<file path="src/hw/rtl/clt_pkg.sv">
// Shared types and constants of the per-address connection limiter.
package clt_pkg;

   localparam int TableEntriesDefault = 1024;
   localparam int CountBitsDefault    = 16;

   localparam int ACTION_W   = 2;
   localparam int ADDR_W     = 64;
   localparam int KEY_W      = 1 + 2 * ADDR_W;
   localparam int LIMIT_W    = 16;
   localparam int DISTINCT_W = 11;
   localparam int TOTAL_W    = 26;
   localparam int CSR_ADDR_W = 3;
   localparam int CSR_DATA_W = 32;

   localparam logic [TOTAL_W-1:0]    TOTAL_MAX      = {TOTAL_W{1'b1}};
   localparam logic [DISTINCT_W-1:0] DISTINCT_RESET = 11'd1024;

   // action codes
   localparam logic [ACTION_W-1:0] ACT_TRACK   = 2'd0;
   localparam logic [ACTION_W-1:0] ACT_RELEASE = 2'd1;

   // register indexes
   localparam logic REG_LIMIT_PER_ADDRESS = 1'b0;
   localparam logic REG_LIMIT_DISTINCT    = 1'b1;

   typedef struct packed {
      logic [LIMIT_W-1:0]    limit_per_address;
      logic [DISTINCT_W-1:0] limit_distinct;
   } cfg_type;

endpackage

</file>
<file path="src/hw/rtl/clt_csr.sv">
// APB register block holding the two limits.
module clt_csr
   import clt_pkg::*;
(
   input  logic                  clock,
   input  logic                  reset,
   input  logic                  csr_psel,
   input  logic                  csr_penable,
   input  logic                  csr_pwrite,
   input  logic [CSR_ADDR_W-1:0] csr_paddr,
   input  logic [CSR_DATA_W-1:0] csr_pwdata,
   output logic [CSR_DATA_W-1:0] csr_prdata,
   output logic                  csr_pready,
   output cfg_type               cfg
);

   cfg_type cfg_ff;
   logic    wr_en;

   assign wr_en      = csr_psel & csr_penable & csr_pwrite;
   assign csr_pready = 1'b1;
   assign cfg        = cfg_ff;

   // write registers on the access phase
   always_ff @(posedge clock) begin
      if (reset) begin
         cfg_ff.limit_per_address <= '0;
         cfg_ff.limit_distinct    <= DISTINCT_RESET;
      end else if (wr_en) begin
         case (csr_paddr[2])
            REG_LIMIT_PER_ADDRESS: cfg_ff.limit_per_address <= csr_pwdata[LIMIT_W-1:0];
            REG_LIMIT_DISTINCT:    cfg_ff.limit_distinct    <= csr_pwdata[DISTINCT_W-1:0];
            default: ;
         endcase
      end
   end

   // read back
   always_comb begin
      case (csr_paddr[2])
         REG_LIMIT_PER_ADDRESS:
            csr_prdata = {{(CSR_DATA_W-LIMIT_W){1'b0}}, cfg_ff.limit_per_address};
         REG_LIMIT_DISTINCT:
            csr_prdata = {{(CSR_DATA_W-DISTINCT_W){1'b0}}, cfg_ff.limit_distinct};
         default: csr_prdata = '0;
      endcase
   end

endmodule

</file>
<file path="config.mk">
export PLATFORM = sky130hd
export DESIGN_NAME = clt_csr
export DESIGN_NICKNAME = d
export VERILOG_FILES = /design/src/hw/rtl/clt_pkg.sv /design/src/hw/rtl/clt_csr.sv
export SDC_FILE = /design/constraint.sdc
export NUM_CORES = 1
export LEC_CHECK = 0
export BUFFER_PORTS_ARGS = -buffer_cell sky130_fd_sc_hd__clkbuf_2
export CAP_MARGIN = 10
export CORE_ASPECT_RATIO = 0.75
export CORE_UTILIZATION = 30
export CTS_BUF_LIST = sky130_fd_sc_hd__clkbuf_16
export CTS_CLUSTER_SIZE = 20
export DETAILED_ROUTE_END_ITERATION = 8
export GPL_ROUTABILITY_DRIVEN = 1
export GPL_TIMING_DRIVEN = 0
export PLACE_DENSITY = 0.62
export SYNTH_ARGS = -nofsm -noshare
export SYNTH_HDL_FRONTEND = slang
export SYNTH_SLANG_ARGS = --single-unit
export TNS_END_PERCENT = 20
</file>
<file path="constraint.sdc">
create_clock -name clock -period 1.2 [get_ports clock]
set_input_delay 0 -clock clock [delete_from_list [all_inputs] [get_ports clock]]
set_output_delay 0 -clock clock [all_outputs]
set_load 0.005 [all_outputs]
</file>
Yosys cells after proc, flatten, opt, wreduce, memory -nomap -nowiden:

Index checks and enable logic that the tools add are counted.

* multiplexer cells: 1
* bitwise logic cells: 3
* reductions and logical operators: 2

Operators with widths (number)
* case mux 32 bit (2 select lines): 1
* AND reduction 2 bit: 2
* bitwise AND 1 bit: 2
* NOT 1 bit: 1

* register bits: 27
* output and inout port bits: 60
* logic and storage cells: 8

Longest topological paths before layout:

* word-level depth: 3
* mapped depth: 5

Least setup slack after synthesis:

OpenSTA, ideal clock, no wires.

* kind: input port to flip-flop
* start point: in csr_paddr[2]
* end point: reg cfg_ff, in the netlist cfg[11]
* setup time: 0.072 ns
* arrival time: 0.794 ns
* required time: 1.128 ns
* slack: 0.334 ns
* stages on the path: 5
* buffers on the path: 3
* cell sequence: buf_6 > and4b_1 > buf_6 > buf_12 > mux2i_1

* longest elaborated chain between the ends: 2

RTL lines
* from (decl): line clt_csr.sv:10 `input logic [CSR_ADDR_W-1:0] csr_paddr,`
* NOT 1 bit
* AND reduction 2 bit (no line)
* to (decl): line clt_csr.sv:17 `cfg_type cfg_ff;`

No other way between the ends.
A chain may end at the register's enable or synchronous reset.

Final worst setup path:

* start point: reg cfg_ff, in the netlist cfg[9]
* end point: out csr_prdata[9]

* longest elaborated chain between the ends: 1

RTL lines
* case mux 32 bit (2 select lines): line clt_csr.sv:40 `case (csr_paddr[2])`
* to (decl): line clt_csr.sv:12 `output logic [CSR_DATA_W-1:0] csr_prdata,`

No other way between the ends. The select of a mux whose other input is x is not followed.

==> impl_metrics.toml <==
[status]
status = "complete, no violations"

[floorplanning]
die-area_sq_um = 5170
dieWidth_um = 82.7
die_y_um = 62.5
core-area_sq_um = 4570
start_util = 0.320
num_io_pins = 100
row_count = 21

[timing]
max_freq_mhz = 1030
hold_ws_ns = 0.0102
min_period_over_period = 0.807
fin_setup_tns_ns = 0
clock_skew_ns = 0
fin_crit_ns = 0.968
setup-violations-final = 0
rsz0062_at_grt = "no"
drv_slew = 0
finalHoldViolations = 0

[global_routing]
grt_max_degree = 15
grt_usage = 0.136
antenna_found_initial = 0
grt_pass1_wl_um = 5400
gr-total-overflow = 0
grt_pass1_vias = 1112

[synth]
synthMuxAreaShare = 0.269
yosysSeqAreaShare = 0.369
synthAdderAreaFrac = 0
synthXorXnorAreaFrac = 0
synth-compound-area-share = 0
synth_area_leader_cell = "dfxtp_1"
synthCells = 145
yosysTopAreaCellShare = 0.369
synth_top_family_by_area = "multiplexers"
synth-seq-cells = 27
synth-simple-area-share = 0.223
synth_area_leaders = "dfxtp_1, mux2i_1, nand2b_1"
syn_area_per_cell_sq_um = 10.1
synth.distinct_cells = 15
synth_warnings = 0
netlist_area_sq_um = 1460

[clock_tree]
clk_root_buffer_cell = "clkbuf_16"
clockBufferDepth = 2
cts_htree_levels = 1
clock_sinks = 27
cts_buffers = 3
worstSkewPairLatency_ns = 0.26
cts_tree = "yes"
path_clk_slew_ns = 0.07
post-cts-setup-buffers = 0

[finish]
drive_gt1_frac = 0.425
antennaDiodeCount = 0
seq_area_sq_um = 541
area_growth_pct = 39.7
post-route-util = 0.447
nFillCells = 476
layout_common_cells = "clkbuf_2, nand2b_1, mux2i_1, dfxtp_1"
final_nets = 274
largest_reg_flops = 27
final_common_cell = "clkbuf_2"
multi_input_area_sq_um = 785
layoutNonFillerInstCount = 290

[routing]
wl_um = 3310
vias = 1183
drt_pre_antenna_iters = 4
routedWlPerCell_um = 11.4
drtIter0Drc = 22
postRouteAntennaNets = 0
viasPerCell = 4.08
drc_errors = 0

[worst_setup_path]
path_cells = "mux2_2 > clkbuf_2"
cp_max_fo = 3
worstPathRequired_ns = 1.20
crit_slowest_cell = "dfxtp_1"
critPathBufInv = 1
cp-end-kind = "output port"
r2r_start = "cfg[11]"
path_delay_family = "flip-flops"
slowest_delay_ns = 0.34
reg2reg_to = "cfg[11]"
cp.arrival_ns = 0.97
worstSetupPathType = "flip-flop to output port"
ff2ff_path_depth = 2
critPathLaunchType = "flip-flop"
reg2reg_slack_ns = 0.58

[placement]
placed_cells = 280
globalplace.congestion = 0.631
hpwl_um = 2510
io_buffers = 63

[power]
ir_drop_mv = 0.781
leakage_nw = 1.03
total_power_mw = 1.96
power_density_nw_per_um2 = 957

[hold_path]
min_from = "csr_pwdata[7]"
hp-class = "primary input to flip-flop"
hold_depth = 3
holdPathEnd = "cfg[7]"

[flow_run]
max_cap_violations = 0
[area by class of cell]
type,instances,share of cell area
clock inverter,1,0.00183
tap,57,0.0349
timing repair buffer,69,0.183
clock buffer,3,0.0367
sequential,27,0.264
multi-input combinational,107,0.383
buffer,26,0.0954
[power by group]
part	internal, mW	switching [mW]	leakage, nW
Sequential	0.916	0.0150	0.219
Combinational	0.162	0.115	0.767
Clock	0.446	0.305	0.0423
[metrics by stage]
stage	setup slack, ns	cell area, sq um
final	0.232	2050
after global routing	0.191	2050
after CTS	0.231	2050
after detailed placement	0.228	1910
after global placement	0.220	1910
after floorplan	0.334	1520
[routing by layer]
| metal | wire, um | up-vias | GRT usage | share of wire |
|---|---|---|---|---|
| met4 | 16 | 0 | 0.0194 | 0.0048 |
| met5 | 0 | - | 0 | 0 |
| met3 | 205 | 2 | 0.0365 | 0.062 |
| met1 | 1680 | 526 | 0.192 | 0.51 |
| met2 | 1410 | 38 | 0.209 | 0.42 |
| li1 | - | 617 | - | - |
[worst max path at each step]
| stage | from | to | slack [ns] | cells after the start |
|---|---|---|---|---|
| 6_report | cfg[9] | csr_prdata[9] | 0.23 | 2 |
| 3_5_place_dp | csr_paddr[2] | cfg[25] | 0.23 | 5 |
| 4_1_cts | cfg[3] | csr_prdata[3] | 0.23 | 2 |
| 2_1_floorplan | csr_paddr[2] | cfg[11] | 0.33 | 5 |
| 5_1_grt | cfg[9] | csr_prdata[9] | 0.19 | 2 |
| 3_3_place_gp | csr_paddr[2] | cfg[18] | 0.22 | 5 |
[worst register-to-register path, stage by stage, from the launching register on]
cell,delay [ns]
dfxtp_1,0.36
nand2b_1,0.06
mux2i_1,0.12
[kinds of logic after synthesis]
kind of cell           after synthesis
AND/OR/NAND/NOR                     52
multiplexers                        38
other                                2
buffers and inverters               26
flip-flops                          27
[synthesized netlist by cell type (all sizes together)]
cell	instances
nand2b	42
dfxtp	27
mux2i	27
buf	22
mux2	11
nor2b	5
clkbuf	4
conb	2
nor2	2
and4	1
and4b	1
nand4	1
[repair_timing]
item / in CTS / in global routing
endpoints found under the setup margin: 0 / 0
gates resized for setup: 0 / 0
hold buffers: 6 / 0
hold endpoints to repair: 6 / 0
Power figures use the tool's default switching activity.
